===== src/hw/rtl/rng_pkg.sv =====
package rng_pkg;

  // Item kinds on the input tuser bit
  typedef enum logic {
    CMD_POLL    = 1'b0,
    CMD_CAPTURE = 1'b1
  } cmd_t;

  // Per-channel ranging phase
  typedef enum logic [1:0] {
    PH_TRIGGER = 2'd0,
    PH_MEASURE = 2'd1,
    PH_DONE    = 2'd2
  } phase_t;

  localparam int unsigned NOW_W   = 32;
  localparam int unsigned CHAN_W  = 2;
  localparam int unsigned TICK_W  = 16;
  localparam int unsigned DIST_W  = 11;
  localparam int unsigned GAP_W   = 8;

  localparam logic [GAP_W-1:0] GAP_RESET = 8'd25;

  // echo / 58 == (echo >> 1) / 29 == ((echo >> 1) * RECIP) >> RECIP_SHIFT
  // exact for every 15-bit operand (error term 9 * 32767 < 2^24 / 29)
  localparam int unsigned HALF_W      = TICK_W - 1;
  localparam int unsigned RECIP_W     = 20;
  localparam int unsigned RECIP_SHIFT = 24;
  localparam logic [RECIP_W-1:0] RECIP = 20'd578525;
  localparam int unsigned PROD_W      = HALF_W + RECIP_W;

  // Result of the state update stage, before the distance is worked out
  typedef struct packed {
    logic              trig_fire;
    logic [CHAN_W-1:0] trig_channel;
    logic              meas_valid;
    logic [CHAN_W-1:0] meas_channel;
    logic [TICK_W-1:0] echo_us;
    logic              edge_falling;
  } stage_t;

endpackage


===== src/hw/rtl/rng_ctrl.sv =====
module rng_ctrl #(
  parameter int unsigned NUM_CHANNELS = 3
) (
  input  logic                               clk,
  input  logic                               rst_n,
  input  logic                               cfg_wr_en,
  input  logic [rng_pkg::GAP_W-1:0]          cfg_wr_data,
  input  logic                               take,
  input  logic                               load,
  input  logic                               in_valid,
  input  rng_pkg::cmd_t                      in_cmd,
  input  logic [rng_pkg::NOW_W-1:0]          in_now,
  input  logic [rng_pkg::CHAN_W-1:0]         in_cch,
  input  logic [rng_pkg::TICK_W-1:0]         in_cval,
  output logic                               s1_valid,
  output rng_pkg::stage_t                    s1_data
);

  localparam int unsigned IDX_W = (NUM_CHANNELS > 1) ? $clog2(NUM_CHANNELS) : 1;

  logic [rng_pkg::GAP_W-1:0]   settle_r;
  logic [IDX_W-1:0]            cur_r, cur_nxt;
  rng_pkg::phase_t             phase_r [NUM_CHANNELS];
  rng_pkg::phase_t             phase_nxt [NUM_CHANNELS];
  logic [NUM_CHANNELS-1:0]     armed_r, armed_nxt;
  logic [NUM_CHANNELS-1:0]     first_r, first_nxt;
  logic [rng_pkg::TICK_W-1:0]  rise_r [NUM_CHANNELS];
  logic [rng_pkg::TICK_W-1:0]  rise_nxt [NUM_CHANNELS];
  logic [rng_pkg::NOW_W-1:0]   gap_start_r, gap_start_nxt;
  logic                        gap_run_r, gap_run_nxt;
  logic                        s1_valid_r;
  rng_pkg::stage_t             s1_r, res;

  logic [rng_pkg::NOW_W-1:0]   gap_diff;
  logic                        gap_expired;
  logic [IDX_W-1:0]            cur_next_idx;

  assign gap_diff     = in_now - gap_start_r;
  assign gap_expired  = gap_run_r &&
                        (gap_diff > {{(rng_pkg::NOW_W-rng_pkg::GAP_W){1'b0}}, settle_r});
  assign cur_next_idx = (cur_r == IDX_W'(NUM_CHANNELS - 1)) ? '0 : cur_r + 1'b1;

  always_comb begin
    cur_nxt       = cur_r;
    phase_nxt     = phase_r;
    armed_nxt     = armed_r;
    first_nxt     = first_r;
    rise_nxt      = rise_r;
    gap_start_nxt = gap_start_r;
    gap_run_nxt   = gap_run_r;
    res           = '0;
    if (take) begin
      if (in_cmd == rng_pkg::CMD_POLL) begin
        case (phase_r[cur_r])
          rng_pkg::PH_TRIGGER: begin
            // fire the trigger and arm the capture
            res.trig_fire      = 1'b1;
            res.trig_channel   = rng_pkg::CHAN_W'(cur_r);
            armed_nxt[cur_r]   = 1'b1;
            phase_nxt[cur_r]   = rng_pkg::PH_MEASURE;
          end
          rng_pkg::PH_DONE: begin
            if (!gap_run_r) begin
              gap_start_nxt = in_now;
              gap_run_nxt   = 1'b1;
            end
            if (gap_expired) begin
              phase_nxt[cur_r] = rng_pkg::PH_TRIGGER;
              cur_nxt          = cur_next_idx;
              gap_run_nxt      = 1'b0;
            end
          end
          default: ;
        endcase
      end else begin
        for (int i = 0; i < NUM_CHANNELS; i++) begin
          if (int'(in_cch) == i && armed_r[i]) begin
            if (!first_r[i]) begin
              rise_nxt[i]      = in_cval;
              first_nxt[i]     = 1'b1;
              res.edge_falling = 1'b1;
            end else begin
              first_nxt[i]     = 1'b0;
              armed_nxt[i]     = 1'b0;
              phase_nxt[i]     = rng_pkg::PH_DONE;
              res.meas_valid   = 1'b1;
              res.meas_channel = in_cch;
              res.echo_us      = in_cval - rise_r[i];
            end
          end
        end
      end
    end
  end

  always_ff @(posedge clk) begin
    if (!rst_n) begin
      settle_r   <= rng_pkg::GAP_RESET;
      cur_r      <= '0;
      armed_r    <= '0;
      first_r    <= '0;
      gap_run_r  <= 1'b0;
      s1_valid_r <= 1'b0;
      for (int i = 0; i < NUM_CHANNELS; i++) begin
        phase_r[i] <= rng_pkg::PH_TRIGGER;
      end
    end else begin
      if (cfg_wr_en) begin
        settle_r <= cfg_wr_data;
      end
      cur_r     <= cur_nxt;
      phase_r   <= phase_nxt;
      armed_r   <= armed_nxt;
      first_r   <= first_nxt;
      gap_run_r <= gap_run_nxt;
      if (load) begin
        s1_valid_r <= in_valid;
      end
    end
  end

  always_ff @(posedge clk) begin
    rise_r      <= rise_nxt;
    gap_start_r <= gap_start_nxt;
    if (load) begin
      s1_r <= res;
    end
  end

  assign s1_valid = s1_valid_r;
  assign s1_data  = s1_r;

  // An armed channel is always the one waiting for its echo
  for (genvar g = 0; g < NUM_CHANNELS; g++) begin : g_chk
    a_armed_measure: assert property (@(posedge clk) disable iff (!rst_n)
      armed_r[g] == (phase_r[g] == rng_pkg::PH_MEASURE))
      else $error("capture arm out of step with phase");
    a_first_armed: assert property (@(posedge clk) disable iff (!rst_n)
      first_r[g] |-> armed_r[g])
      else $error("rising edge held on a disarmed channel");
  end

  a_gap_done: assert property (@(posedge clk) disable iff (!rst_n)
    gap_run_r |-> (phase_r[cur_r] == rng_pkg::PH_DONE))
    else $error("settle gap running outside done phase");

endmodule


===== src/hw/rtl/rng_dist.sv =====
module rng_dist (
  input  logic                        clk,
  input  logic                        rst_n,
  input  logic                        s1_valid,
  input  rng_pkg::stage_t             s1_data,
  output logic                        s2_en,
  output logic                        out_valid,
  input  logic                        out_ready,
  output rng_pkg::stage_t             out_data,
  output logic [rng_pkg::DIST_W-1:0]  out_dist
);

  logic                          out_valid_r;
  rng_pkg::stage_t               out_data_r;
  logic [rng_pkg::DIST_W-1:0]    out_dist_r;
  logic [rng_pkg::PROD_W-1:0]    prod;

  // echo / 58 through the halved operand and a reciprocal
  assign prod = {{rng_pkg::RECIP_W{1'b0}}, s1_data.echo_us[rng_pkg::TICK_W-1:1]}
              * {{rng_pkg::HALF_W{1'b0}}, rng_pkg::RECIP};

  // advance when the output register is empty or being drained
  assign s2_en = !out_valid_r || out_ready;

  always_ff @(posedge clk) begin
    if (!rst_n) begin
      out_valid_r <= 1'b0;
    end else if (s2_en) begin
      out_valid_r <= s1_valid;
    end
  end

  always_ff @(posedge clk) begin
    if (s2_en && s1_valid) begin
      out_data_r <= s1_data;
      out_dist_r <= prod[rng_pkg::RECIP_SHIFT +: rng_pkg::DIST_W];
    end
  end

  assign out_valid = out_valid_r;
  assign out_data  = out_data_r;
  assign out_dist  = out_dist_r;

endmodule


===== src/hw/rtl/multi_channel_ultrasonic_ranger.sv =====
// An accepted item is registered in the state update stage, then in the
// divide-by-58 output stage before its result reaches out_*. Throughput:
// 1 item per cycle; in_tready drops only when both hold and out_* stalls.
// Reset: synchronous, active-low rst_n; all channels go to trigger phase,
// captures disarm, channel 0 becomes current and the settle gap is 25 ms.
module multi_channel_ultrasonic_ranger #(
  parameter int unsigned NUM_CHANNELS = 3
) (
  input  logic        clk,
  input  logic        rst_n,
  // configuration: settle gap in milliseconds
  input  logic        cfg_wr_en,
  input  logic [7:0]  cfg_wr_data,
  // input items
  input  logic        in_tvalid,
  output logic        in_tready,
  input  logic        in_tuser,   // [0] cmd: 0 poll, 1 capture
  input  logic [55:0] in_tdata,   // [31:0] now_ms, [33:32] capture_channel,
                                  // [49:34] capture_value, [55:50] zero
  // result items
  output logic        out_tvalid,
  input  logic        out_tready,
  output logic [1:0]  out_tuser,  // [0] trig_fire, [1] meas_valid
  output logic [31:0] out_tdata   // [1:0] trig_channel, [3:2] meas_channel,
                                  // [19:4] echo_us, [30:20] range_cm,
                                  // [31] edge_falling
);

  logic                          take;
  logic                          s1_valid;
  logic                          s2_en;
  rng_pkg::stage_t               s1_data;
  rng_pkg::stage_t               res;
  logic [rng_pkg::DIST_W-1:0]    range_cm;
  rng_pkg::cmd_t                 in_cmd;

  // The state stage may load whenever its register is empty or moves on
  assign in_tready = !s1_valid || s2_en;
  assign take      = in_tvalid && in_tready;
  assign in_cmd    = rng_pkg::cmd_t'(in_tuser);

  // Channel state, settle gap timing and the echo width
  rng_ctrl #(
    .NUM_CHANNELS (NUM_CHANNELS)
  ) u_ctrl (
    .clk         (clk),
    .rst_n       (rst_n),
    .cfg_wr_en   (cfg_wr_en),
    .cfg_wr_data (cfg_wr_data),
    .take        (take),
    .load        (in_tready),
    .in_valid    (in_tvalid),
    .in_cmd      (in_cmd),
    .in_now      (in_tdata[31:0]),
    .in_cch      (in_tdata[33:32]),
    .in_cval     (in_tdata[49:34]),
    .s1_valid    (s1_valid),
    .s1_data     (s1_data)
  );

  // Distance from the echo width, held in the output register
  rng_dist u_dist (
    .clk       (clk),
    .rst_n     (rst_n),
    .s1_valid  (s1_valid),
    .s1_data   (s1_data),
    .s2_en     (s2_en),
    .out_valid (out_tvalid),
    .out_ready (out_tready),
    .out_data  (res),
    .out_dist  (range_cm)
  );

  // Pack the result item
  assign out_tuser = {res.meas_valid, res.trig_fire};
  assign out_tdata = {res.edge_falling, range_cm, res.echo_us, res.meas_channel,
                      res.trig_channel};

endmodule


===== config.mk =====
export PLATFORM = sky130hd
export DESIGN_NAME = multi_channel_ultrasonic_ranger
export DESIGN_NICKNAME = d
export VERILOG_FILES = /design/src/hw/rtl/rng_pkg.sv /design/src/hw/rtl/rng_ctrl.sv /design/src/hw/rtl/rng_dist.sv /design/src/hw/rtl/multi_channel_ultrasonic_ranger.sv
export SDC_FILE = /design/constraint.sdc
export NUM_CORES = 1
export LEC_CHECK = 0
export ABC_AREA = 1
export BUFFER_PORTS_ARGS = -buffer_cell sky130_fd_sc_hd__buf_2
export CORE_MARGIN = 4
export CORE_UTILIZATION = 55
export DETAILED_ROUTE_END_ITERATION = 7
export PLACE_DENSITY_LB_ADDON = 0.15
export SLEW_MARGIN = 5
export SYNTH_ARGS = -nofsm -noshare
export SYNTH_HDL_FRONTEND = slang
export SYNTH_SLANG_ARGS = --single-unit
export TNS_END_PERCENT = 100

===== constraint.sdc =====
create_clock -name clk -period 11.2 [get_ports clk]
set_clock_uncertainty 0.15 [all_clocks]
set_input_delay 0 -clock clk [delete_from_list [all_inputs] [get_ports clk]]
set_output_delay 0 -clock clk [all_outputs]
set_load 0.005 [all_outputs]

**After elaboration in Yosys (flattened, before gate mapping)**

Cells that the tools add are included.

- Add/subtract/negate cells: 5
- Multiply operators: 1
- $lt $le $gt $ge: 5
- Equality and inequality tests: 11
- Mux-type cells: 38
- Bitwise gates (word level): 14
- Reduce and logical (&&, ||, !) cells: 34

Operator list:

| kind | number |
|---|---|
| 2-to-1 mux 20 bit | 3 |
| 2-to-1 mux 19 bit | 3 |
| subtractor 16 bit | 3 |
| multiplier 15 x 20 -> 35 bit (second input constant) | 1 |
| > comparator 32 x 8 -> 1 bit | 1 |
| AND reduction 4 bit | 8 |
| subtractor 32 bit | 1 |
| 2-to-1 mux 2 bit | 10 |
| AND reduction 5 bit | 3 |
| 2-to-1 mux 1 bit | 13 |
| 2-to-1 mux 6 bit | 2 |
| inequality test 2 x 1 -> 1 bit (second input constant) | 6 |
| case mux 6 bit (2 select lines) | 1 |
| AND reduction 3 bit | 4 |
| 2-to-1 mux 3 bit | 3 |
| equality test 2 bit (second input constant) | 4 |
| logical AND 1 bit | 8 |
| inverter 1 bit | 7 |
| AND 6 bit | 1 |
| inverter 6 bit | 1 |
| bitwise OR 3 bit | 2 |
| binary-select mux 2 bit (select 2 bit) | 1 |
| demux 2 bit (select 2 bit) | 1 |
| zero test 2 bit | 2 |
| other kinds (17) | 19 |

- Flip-flop bits (word level): 162
- Bits of input ports: 70
- Output and inout bits: 36
- Logic and storage cells: 139

**Longest topological paths before layout**

Gate-level depths: netlist of the first run.

- Depth in word-level cells: 10
- Gate-level depth with buffers: 27
- Mapped depth without buffers: 27

**By module**

Synthesis of the first run repeated with hierarchy kept, for this count alone.

- Cell total of the unflattened synthesis: 2162
- Area total of the unflattened synthesis: 16673.5 um^2

Modules (own cells, without submodules):

| module | times used | cells an instance | area each (um^2) | seq. area each (um^2) |
|---|---|---|---|---|
| rng_ctrl | 1 | 1316 | 9591.7 | 3573.4 |
| rng_dist | 1 | 842 | 7061.8 | 1041.0 |
| multi_channel_ultrasonic_ranger | 1 | 4 | 20.0 | 0.0 |

**Worst setup path before layout of the first run**

No wires, ideal clock.

- Path kind: register to register
- From: register u_ctrl.s1_r (netlist bit u_ctrl.s1_data[14])
- To: register u_dist.out_dist_r (netlist bit u_dist.out_dist[9]), data pin
- Setup time: 0.258 ns
- Data arrival time: 5.108 ns
- Data required time: 10.792 ns
- Setup slack: 5.685 ns
- Cell stages (with the launch flop): 20
- Buffers on the path: 0
- Period minus slack after synthesis: 5.515 ns
- Path through: edfxtp_1 fa_1 inv_1 fa_1 inv_1 fa_1 fa_1 fa_1 inv_1 fa_1 inv_1 ha_1 nand2_1 nor4_1 a211oi_1 nand3_1 nand2_1 nand3_1 nand2_1 xor2_1

- Cells in the longest elaborated chain, start to end: 1

RTL lines:

| item | line | RTL |
|---|---|---|
| start: declaration | rng_ctrl.sv:32 | `rng_pkg::stage_t s1_r, res;` |
| start signal: assignment | rng_ctrl.sv:126 | `s1_r <= res;` |
| multiplier 15 x 20 -> 35 bit | rng_dist.sv:20 | `* {{rng_pkg::HALF_W{1'b0}}, rng_pkg::RECIP};` |
| named net u_dist.prod (one bit) | rng_dist.sv:16 | `logic [rng_pkg::PROD_W-1:0] prod;` |
| end signal: assignment | rng_dist.sv:36 | `out_dist_r <= prod[rng_pkg::RECIP_SHIFT +: rng_pkg::DIST_W];` |
| end: declaration | rng_dist.sv:15 | `logic [rng_pkg::DIST_W-1:0] out_dist_r;` |

The timed path passes the listed nets, and every way through them passes these cells.
A chain may end at the register's enable or synchronous reset.

**Worst setup path in the final report of the first run**

- From: register u_ctrl.s1_r (netlist bit u_ctrl.s1_data[15])
- To: register u_dist.out_dist_r (netlist bit u_dist.out_dist[7]), data pin

Same word-level chain as after synthesis.

==> results of run 1 <==
worst max-delay path by stage:
stage | from | cells past startpoint | end
3_5_place_dp | u_ctrl.s1_data[15]$_SDFFCE_PN0N_ | 19 | u_dist.out_dist[9]$_DFFE_PP_
6_report | u_ctrl.s1_data[15]$_SDFFCE_PN0N_ | 18 | u_dist.out_dist[7]$_DFFE_PP_
3_3_place_gp | u_ctrl.s1_data[15]$_SDFFCE_PN0N_ | 19 | u_dist.out_dist[9]$_DFFE_PP_
4_1_cts | u_ctrl.s1_data[15]$_SDFFCE_PN0N_ | 19 | u_dist.out_dist[9]$_DFFE_PP_
2_1_floorplan | u_ctrl.s1_data[14]$_SDFFCE_PN0N_ | 19 | u_dist.out_dist[9]$_DFFE_PP_
5_1_grt | u_ctrl.s1_data[15]$_SDFFCE_PN0N_ | 19 | u_dist.out_dist[9]$_DFFE_PP_
registers in the layout, indices dropped and copies added (netlist names):
signal and cells:
u_dist.out_dist 11, u_ctrl.s1_data 23, u_ctrl.cur_r 2, u_ctrl.rise_r 48
u_ctrl.settle_r 8, u_dist.out_data 23, u_ctrl.phase_r 6, u_ctrl.gap_run_r 1
u_ctrl.s1_valid 1, u_dist.out_valid 1, u_ctrl.first_r 3, u_ctrl.gap_start_r 32
u_ctrl.armed_r 3
kinds of logic after synthesis:
logic type,after synthesis,share of synthesized area [%]
AND/OR/NAND/NOR,711,19.1
buffers and inverters,481,11.4
adder cells (fa/ha/maj),318,29.9
XOR/XNOR,34,1.87
AO/OA/AOI/OAI,249,8.82
flip-flops,162,29.0
cell usage after synthesis, drive strengths merged:
master	n
a2111oi	1
a211oi	3
a21boi	3
a21o	4
a21oi	130
a221oi	4
a311oi	1
a31oi	6
and2	1
and3	1
buf	1
clkbuf	6
clkinv	5
dfxtp	25
edfxtp	137
fa	104
ha	214
inv	469
nand2	418
nand3	92
nand3b	9
nand4	13
nor2	144
nor3	17
nor4	4
o2111ai	2
o211ai	8
o21a	3
o21ai	71
o21bai	4
o221ai	4
o22ai	2
o311ai	2
o31ai	1
or2	11
or3	1
xnor2	9
xor2	25
layer usage:
metal	track usage (%)	part of all wire, %	up-vias	wire length, um
met5	0	0	-	0
met4	6.99	2.5	0	999
met3	3.31	4.4	74	1740
met2	43.9	49	337	19100
met1	33.7	44	6198	17400
li1	-	-	6662	-
power breakdown:
part / internal [uW] / switching, uW / total [uW]
registers: 664 / 6.18 / 670
logic: 117 / 177 / 294
clock network: 325 / 258 / 584
total: 1110 / 441 / 1550
worst max-delay path, stage by stage (launching register included):
cell                       delay, ns
sky130_fd_sc_hd__edfxtp_1       0.61
sky130_fd_sc_hd__fa_1           0.69
sky130_fd_sc_hd__inv_1          0.08
sky130_fd_sc_hd__fa_1           0.47
sky130_fd_sc_hd__inv_1          0.07
sky130_fd_sc_hd__fa_1           0.51
sky130_fd_sc_hd__fa_1           0.51
sky130_fd_sc_hd__fa_1           0.56
sky130_fd_sc_hd__inv_1          0.06
sky130_fd_sc_hd__fa_1           0.53
sky130_fd_sc_hd__inv_1          0.04
sky130_fd_sc_hd__ha_1           0.32
sky130_fd_sc_hd__a21oi_1        0.23
sky130_fd_sc_hd__nor3_1         0.09
sky130_fd_sc_hd__nor3_1         0.37
sky130_fd_sc_hd__o21ai_0        0.14
sky130_fd_sc_hd__a21oi_1        0.15
sky130_fd_sc_hd__o31ai_1        0.10
sky130_fd_sc_hd__xor2_1         0.14
metrics by stage:
stage	hold slack, ns	setup WS, ns
6_report	0.138	5.14
5_1_grt	0.141	4.92
4_1_cts	0.126	5.20
3_5_place_dp	0.0476	5.20
3_3_place_gp	0.0468	5.22
2_1_floorplan	-0.0511	5.68
cell type report:
| cell class | count | area [um^2] | share of cell area [%] |
|---|---|---|---|
| Timing Repair Buffer | 188 | 1360 | 7.44 |
| Clock buffer | 24 | 514 | 2.81 |
| Inverter | 474 | 1780 | 9.71 |
| Clock inverter | 8 | 63.8 | 0.348 |
| Tap cell | 384 | 480 | 2.62 |
| Sequential cell | 162 | 4610 | 25.2 |
| Multi-Input combinational cell | 1312 | 9520 | 51.9 |
what timing repair did:
item	4_1_cts	5_1_grt
endpoints found under the hold margin	105	0
setup buffers	0	0
endpoints found under the setup margin	0	0
hold buffers	80	0
==> results.env, run 1 <==
STATUS='finished, final reports clean'
DESIGN_POWER_TOTAL_uW=1550
WORST_SETUP_PATH_START_KIND='flop'
PLACE.DETAILED.HPWL_UM=30900
FILLER_CELL_COUNT=2450
FINAL-SETUP-VIOL-COUNT=0
VIA_CELL_RATIO=5.20
LAYOUT-AREA-OVERHEAD-VS-SYNTH_PCT=15.1
POSTLAYOUTCOREUTIL_PCT=64.0
HOLD_CLASS='primary input to flop'
LAYOUT.NETS=2543
POWER-PER-CELL-AREA_nW_PER_UM2=84.4
ANTENNA_FOUND_INITIAL=0
MAXIMUM_BUFFER_DEPTH_OF_THE_CLOCK_TREE=2
REG2REG_PATH_DEPTH=18
HOLD_VIOL=0
WORST_R2R_ENDPOINT='u_dist.out_dist[7]$_DFFE_PP_'
DETAILROUTE.VIA_COUNT=13300
NETLIST.AREA_LEADER.SHARE_PCT=25.8
HOLD_PATH.STARTPOINT='in_tdata[9]'
ACHIEVABLE-FREQUENCY_MHz=165
FLOORPLAN.DIE_AREA_UM2=31700
MAX_SLEW_MARGIN_PCT=44.0
POST-ROUTE-MIN-PERIOD_NS=6.06
REG2REG_FROM='u_ctrl.s1_data[15]$_SDFFCE_PN0N_'
CHIPWIDTH_UM=178
IRDROPWORSTVDD_V=0.0000791
GRT_PASS1_WL_UM=63800
HOLD_PATH_END='u_ctrl.gap_start_r[9]$_DFFE_PP_'
FINALWIRELENGTH_UM=39200
DRT_FIRST_PASS_ITERS=5
WORSTPATHMAXFANOUT=9
TRITONCTS='yes'
POST_SYNTH_NUM_CELL_TYPES=49
PORT-BUFFER-COUNT=99
FINAL_LAYOUT_SIZE_SUFFIX_GT1_SHARE_PCT=9.09
GRTUSAGETOTAL_PCT=25.4
LAYOUT_COMMONEST_CELL='sky130_fd_sc_hd__inv_1'
NUMPLACEDINSTANCES=2440
SYNTHESIS.NETS=2343
FLOORPLAN.CORE_AREA_UM2=28600
GRT-OVFL-TOTAL=0
WORST_PIN_SLEW_NS=0.836
SYNTHESIS.AREA_PER_INSTANCE_UM2=8.15
CLKTRANSATPATHREGS_NS=0.07
YOSYSSEQAREASHARE_PCT=29.0
DETAIL-ROUTE-ANTENNA-NETS=0
GPL.FINAL_WEIGHTED_CONGESTION=0.968
REMAINING_DRC_ERRORS=0
CTS_HTREE_LEVELS=4
CLK_ROOT_BUFFER_CELL='sky130_fd_sc_hd__clkbuf_16'
YOSYS_REGISTER_BITS=162
MAPPED_CELL_AREA_UM2=15900
PLACE_AREA_UM2=17000
SYNTH_LARGEST_AREA_CELL='sky130_fd_sc_hd__edfxtp_1'
CRITPATHREQUIREDTIME_NS=11.23
LARGEST_NET_DEGREE_AT_THE_START_OF_GLOBAL_ROUTING=35
SYNTHESIS.INSTANCES=1955
GRT_SETUP_UNREPAIRED='false'
PLACEMENT_ROWS=62
CRIT_PATH_DAT_NS=6.09
PER_CELL_ROUTED_WIRE_LENGTH_UM=15.4
MIN_PERIOD_OVER_PERIOD_PCT=54.1
INITIAL_CORE_UTIL_PCT=55.6
TOTALNEGATIVESETUPSLACK_NS=0
CTS_MADE_BUFFERS=17
REG2REG_SLACK_NS=5.14
CTS_RESIZED=0
POST_SYNTH_MAIN_AREA_CONTRIBUTORS='sky130_fd_sc_hd__edfxtp_1 26%, sky130_fd_sc_hd__ha_1 17%, sky130_fd_sc_hd__fa_1 13%'
CLOCK_SINKS=162
INSERTION_DELAY_NS=0.44
FIRST_GLOBAL_VIAS=13100
WORST-SETUP-PATH-TYPE='flop to flop'
SYNTH-WARNING-COUNT=0
DESIGN_AREA_UM2=18300
NUMBER_OF_CELLS_TRAVERSED_BY_THE_WORST_HOLD_PATH=2
WORSTSETUPENDPOINTTYPE='flop'
REPORT.FINAL.SLEW_VIOL_COUNT=0
DIE_HEIGHT_UM=178
TOP_LEVEL_PORTS=106
COMMONEST_CELLS_AFTER_ROUTING_FILL_AND_TAPS_ASIDE='465 x sky130_fd_sc_hd__inv_1, 398 x sky130_fd_sc_hd__nand2_1, 214 x sky130_fd_sc_hd__ha_1'
CAP_VIOL_MAX_COUNT=0
DETAILEDROUTE.FIRSTITERATIONVIOLATIONS=761
P_LEAK_uW=0.00972
POST_LAYOUT_NONFILLER_INSTANCES=2552
N_ANTENNA_CELL=0
No activity file was read; power rests on OpenSTA's default activity.
==> run 2, diff against run 1 <==
==> constraint.sdc (replaced) <==
create_clock -name clk -period 5 [get_ports clk]
set_clock_uncertainty 0.15 [all_clocks]
set_input_delay 0 -clock clk [delete_from_list [all_inputs] [get_ports clk]]
set_output_delay 0 -clock clk [all_outputs]
set_load 0.005 [all_outputs]
==> run 2 against run 1 <==
The run now ends with negative setup slack left. Core utilization grew 5.7 points. Global-route usage grew 2.5 points. Clock-buffer cell count decreased by 7. Flip-flop and latch count did not move. Sequential power rose by 120%. Die area stayed put. Cell count increased by 4.9%. Largest power group unchanged.
==> results.env, run 2 (synthesized netlist as in run 1, its figures left out) <==
STATUS='finished, violations left'
FAILED_CHECKS='negative setup slack'
LARGEST_REGISTER_FFS=48  # unchanged
PORT-BUFFER-COUNT=99  # unchanged
CHIPWIDTH_UM=178  # unchanged
CTS_HTREE_LEVELS=4  # unchanged
DETAILEDROUTE.FIRSTITERATIONVIOLATIONS=886  # +16%
CRIT_PATH_DAT_NS=5.47  # -0.62 ns
IRDROPWORSTVDD_V=0.000167  # +110%
FINAL_LAYOUT_SIZE_SUFFIX_GT1_SHARE_PCT=18.6  # +9.5 points
LARGEST_NET_DEGREE_AT_THE_START_OF_GLOBAL_ROUTING=35  # unchanged
PLACEMENT_ROWS=62  # unchanged
LAYOUT_SETUP_WS_NS=-0.415  # -5.55 ns
CLKTRANSATPATHREGS_NS=0.08  # about the same
FLOORPLAN.CORE_AREA_UM2=28600  # unchanged
FINAL-SETUP-VIOL-COUNT=11  # +11
PRE_CTS_WS_NS=-0.429  # -5.63 ns
INSERTION_DELAY_NS=0.44  # about the same
INITIAL_CORE_UTIL_PCT=55.6  # unchanged
LAYOUT.NETS=2668  # +4.9%
REMAINING_DRC_ERRORS=0  # unchanged
DETAILROUTE.VIA_COUNT=14000  # +5.3%
POWER-PER-CELL-AREA_nW_PER_UM2=180  # +110%
LAYOUT_COMMONEST_CELL='sky130_fd_sc_hd__inv_1'
VIA_CELL_RATIO=5.22  # +0.36%
HOLD_CLASS='primary input to flop'
WORST_PIN_SLEW_NS=0.974  # +0.137 ns
MIN_PERIOD_OVER_PERIOD_PCT=108  # +54 points
FINALWIRELENGTH_UM=43400  # +11%
BIGGESTREGSBYFLOPS='u_ctrl.rise_r: 48 flops, u_ctrl.gap_start_r: 32 flops'
ANTENNA_FOUND_INITIAL=0  # unchanged
NUMBER_OF_CELLS_TRAVERSED_BY_THE_WORST_HOLD_PATH=2  # unchanged
MAXIMUM_BUFFER_DEPTH_OF_THE_CLOCK_TREE=2  # unchanged
DRT_FIRST_PASS_ITERS=5  # unchanged
N_ANTENNA_CELL=0  # unchanged
CRITPATHREQUIREDTIME_NS=5.05  # -6.18 ns
PER_CELL_ROUTED_WIRE_LENGTH_UM=16.2  # +5.5%
ACHIEVABLE-FREQUENCY_MHz=185  # +12%
CLK_ROOT_BUFFER_CELL='sky130_fd_sc_hd__clkbuf_16'
CLOCK_SINKS=162  # unchanged
GRT-OVFL-TOTAL=0  # unchanged
HOLD_VIOL=0  # unchanged
DESIGN_POWER_TOTAL_uW=3590  # +130%
PLACE.DETAILED.HPWL_UM=33800  # +9.2%
REPORT.FINAL.SLEW_VIOL_COUNT=0  # unchanged
DIE_HEIGHT_UM=178  # unchanged
MAX_SLEW_MARGIN_PCT=34.7  # -9.3 points
P_LEAK_uW=0.0104  # +7.2%
CTS_MADE_BUFFERS=17  # unchanged
GPL.FINAL_WEIGHTED_CONGESTION=0.950  # -1.9%
CAP_VIOL_MAX_COUNT=0  # unchanged
POST-ROUTE-MIN-PERIOD_NS=5.42  # -0.646 ns
GRTUSAGETOTAL_PCT=27.9  # +2.5 points
GRT_SETUP_UNREPAIRED='true'
GRT_PASS1_WL_UM=69500  # +8.9%
WORSTPATHMAXFANOUT=3  # -6
DETAIL-ROUTE-ANTENNA-NETS=0  # unchanged
FLOORPLAN.DIE_AREA_UM2=31700  # unchanged
FIRST_GLOBAL_VIAS=13900  # +6.4%
TRITONCTS='yes'
LAYOUT-AREA-OVERHEAD-VS-SYNTH_PCT=25.3
WORST_SETUP_PATH_START_KIND='flop'
WORST-SETUP-PATH-TYPE='flop to flop'
COMMONEST_CELLS_AFTER_ROUTING_FILL_AND_TAPS_ASIDE='452 x sky130_fd_sc_hd__inv_1, 384 x sky130_fd_sc_hd__nand2_1, 192 x sky130_fd_sc_hd__ha_1'
TOP_LEVEL_PORTS=106  # unchanged
LARGEST_REGISTER='u_ctrl.rise_r'
WORSTSETUPENDPOINTTYPE='flop'
REG2REG_PATH_DEPTH=20  # +2
## run 2: cell types whose count changed in the layout (fill, tap and decap cells not counted), moves of 9 or more
cell / before / now
sky130_fd_sc_hd__buf_6: 0 / 9
sky130_fd_sc_hd__nand2_1: 398 / 384
sky130_fd_sc_hd__a21oi_2: 5 / 18
sky130_fd_sc_hd__inv_1: 465 / 452
sky130_fd_sc_hd__ha_4: 0 / 21
sky130_fd_sc_hd__inv_2: 4 / 17
sky130_fd_sc_hd__nand2_2: 18 / 28
sky130_fd_sc_hd__a21oi_1: 123 / 106
sky130_fd_sc_hd__buf_4: 9 / 125
sky130_fd_sc_hd__ha_1: 214 / 192
sky130_fd_sc_hd__o21ai_0: 64 / 53
## run 2: report_power, final
group | switching (uW) | internal (uW)
Clock | 662 | 671
Combinational | 443 | 322
Sequential | 10.6 | 1490
## run 2: timing repair
action	in CTS	in global routing
hold buffers	80	0
setup buffers	17	11
pin swaps	35	34
endpoints found under the hold margin	105	0
endpoints found under the setup margin	11	11
resized for setup	66	46
## run 2: path summary, 6_finish.rpt
kind                                                       start                                to  slack (ns)
worst max-delay path             u_ctrl.s1_data[5]$_SDFFCE_PN0N_      u_dist.out_dist[7]$_DFFE_PP_       -0.42
worst min-delay path                                in_tdata[19]  u_ctrl.gap_start_r[19]$_DFFE_PP_        0.13
worst max register to register   u_ctrl.s1_data[5]$_SDFFCE_PN0N_      u_dist.out_dist[7]$_DFFE_PP_       -0.42
worst min register to register  u_ctrl.s1_data[19]$_SDFFCE_PN0N_     u_dist.out_data[19]$_DFFE_PP_        0.27
## run 2: area by class of cell
class	instances	area (um^2)
clock inverters	15	164
repair buffers	313	2340
inverters	474	1780
flip-flops and latches	162	4610
clock buffers	17	425
well taps	384	480
fillers	2256	8670
multi-input cells	1312	10200
## run 2: critical path, stage by stage, from the launching register on
cell,delay [ns]
sky130_fd_sc_hd__edfxtp_1,0.48
sky130_fd_sc_hd__fa_1,0.58
sky130_fd_sc_hd__inv_2,0.05
sky130_fd_sc_hd__fa_1,0.48
sky130_fd_sc_hd__inv_1,0.05
sky130_fd_sc_hd__fa_1,0.50
sky130_fd_sc_hd__fa_1,0.45
sky130_fd_sc_hd__fa_1,0.52
sky130_fd_sc_hd__inv_1,0.05
sky130_fd_sc_hd__fa_1,0.52
sky130_fd_sc_hd__inv_2,0.06
sky130_fd_sc_hd__ha_4,0.29
sky130_fd_sc_hd__nand2_4,0.07
sky130_fd_sc_hd__nor2_4,0.11
sky130_fd_sc_hd__nand2_2,0.08
sky130_fd_sc_hd__o2111ai_4,0.10
sky130_fd_sc_hd__nand3_1,0.09
sky130_fd_sc_hd__nand2_1,0.08
sky130_fd_sc_hd__nand2_2,0.08
sky130_fd_sc_hd__o31ai_4,0.26
sky130_fd_sc_hd__xor2_1,0.08
## run 2: per-stage QoR
stage / util [%] / cell area [um^2] / hold WS [ns] / cells / setup TNS [ns]
detailed placement: 62.3 / 17800 / 0.0475 / 2539 / -3.78
floorplan: - / 16100 / -0.0511 / 1955 / -1.08
finish: 69.7 / 20000 / 0.127 / 2677 / -3.31
global route: 69.7 / 20000 / 0.135 / 2677 / -4.79
global placement: 62.3 / 17800 / 0.0481 / 2539 / -3.07
CTS: 68.7 / 19700 / 0.119 / 2667 / -2.30
## run 2: metal layers
layer | routed length, um | global-route usage [%] | share of wire (%) | vias to the layer above
met2 | 21800 | 49.2 | 50 | 407
li1 | - | - | - | 6907
met5 | 0 | 0 | 0 | -
met3 | 2060 | 4.32 | 4.7 | 111
met1 | 18000 | 34.6 | 41 | 6546
met4 | 1560 | 10.1 | 3.6 | 0
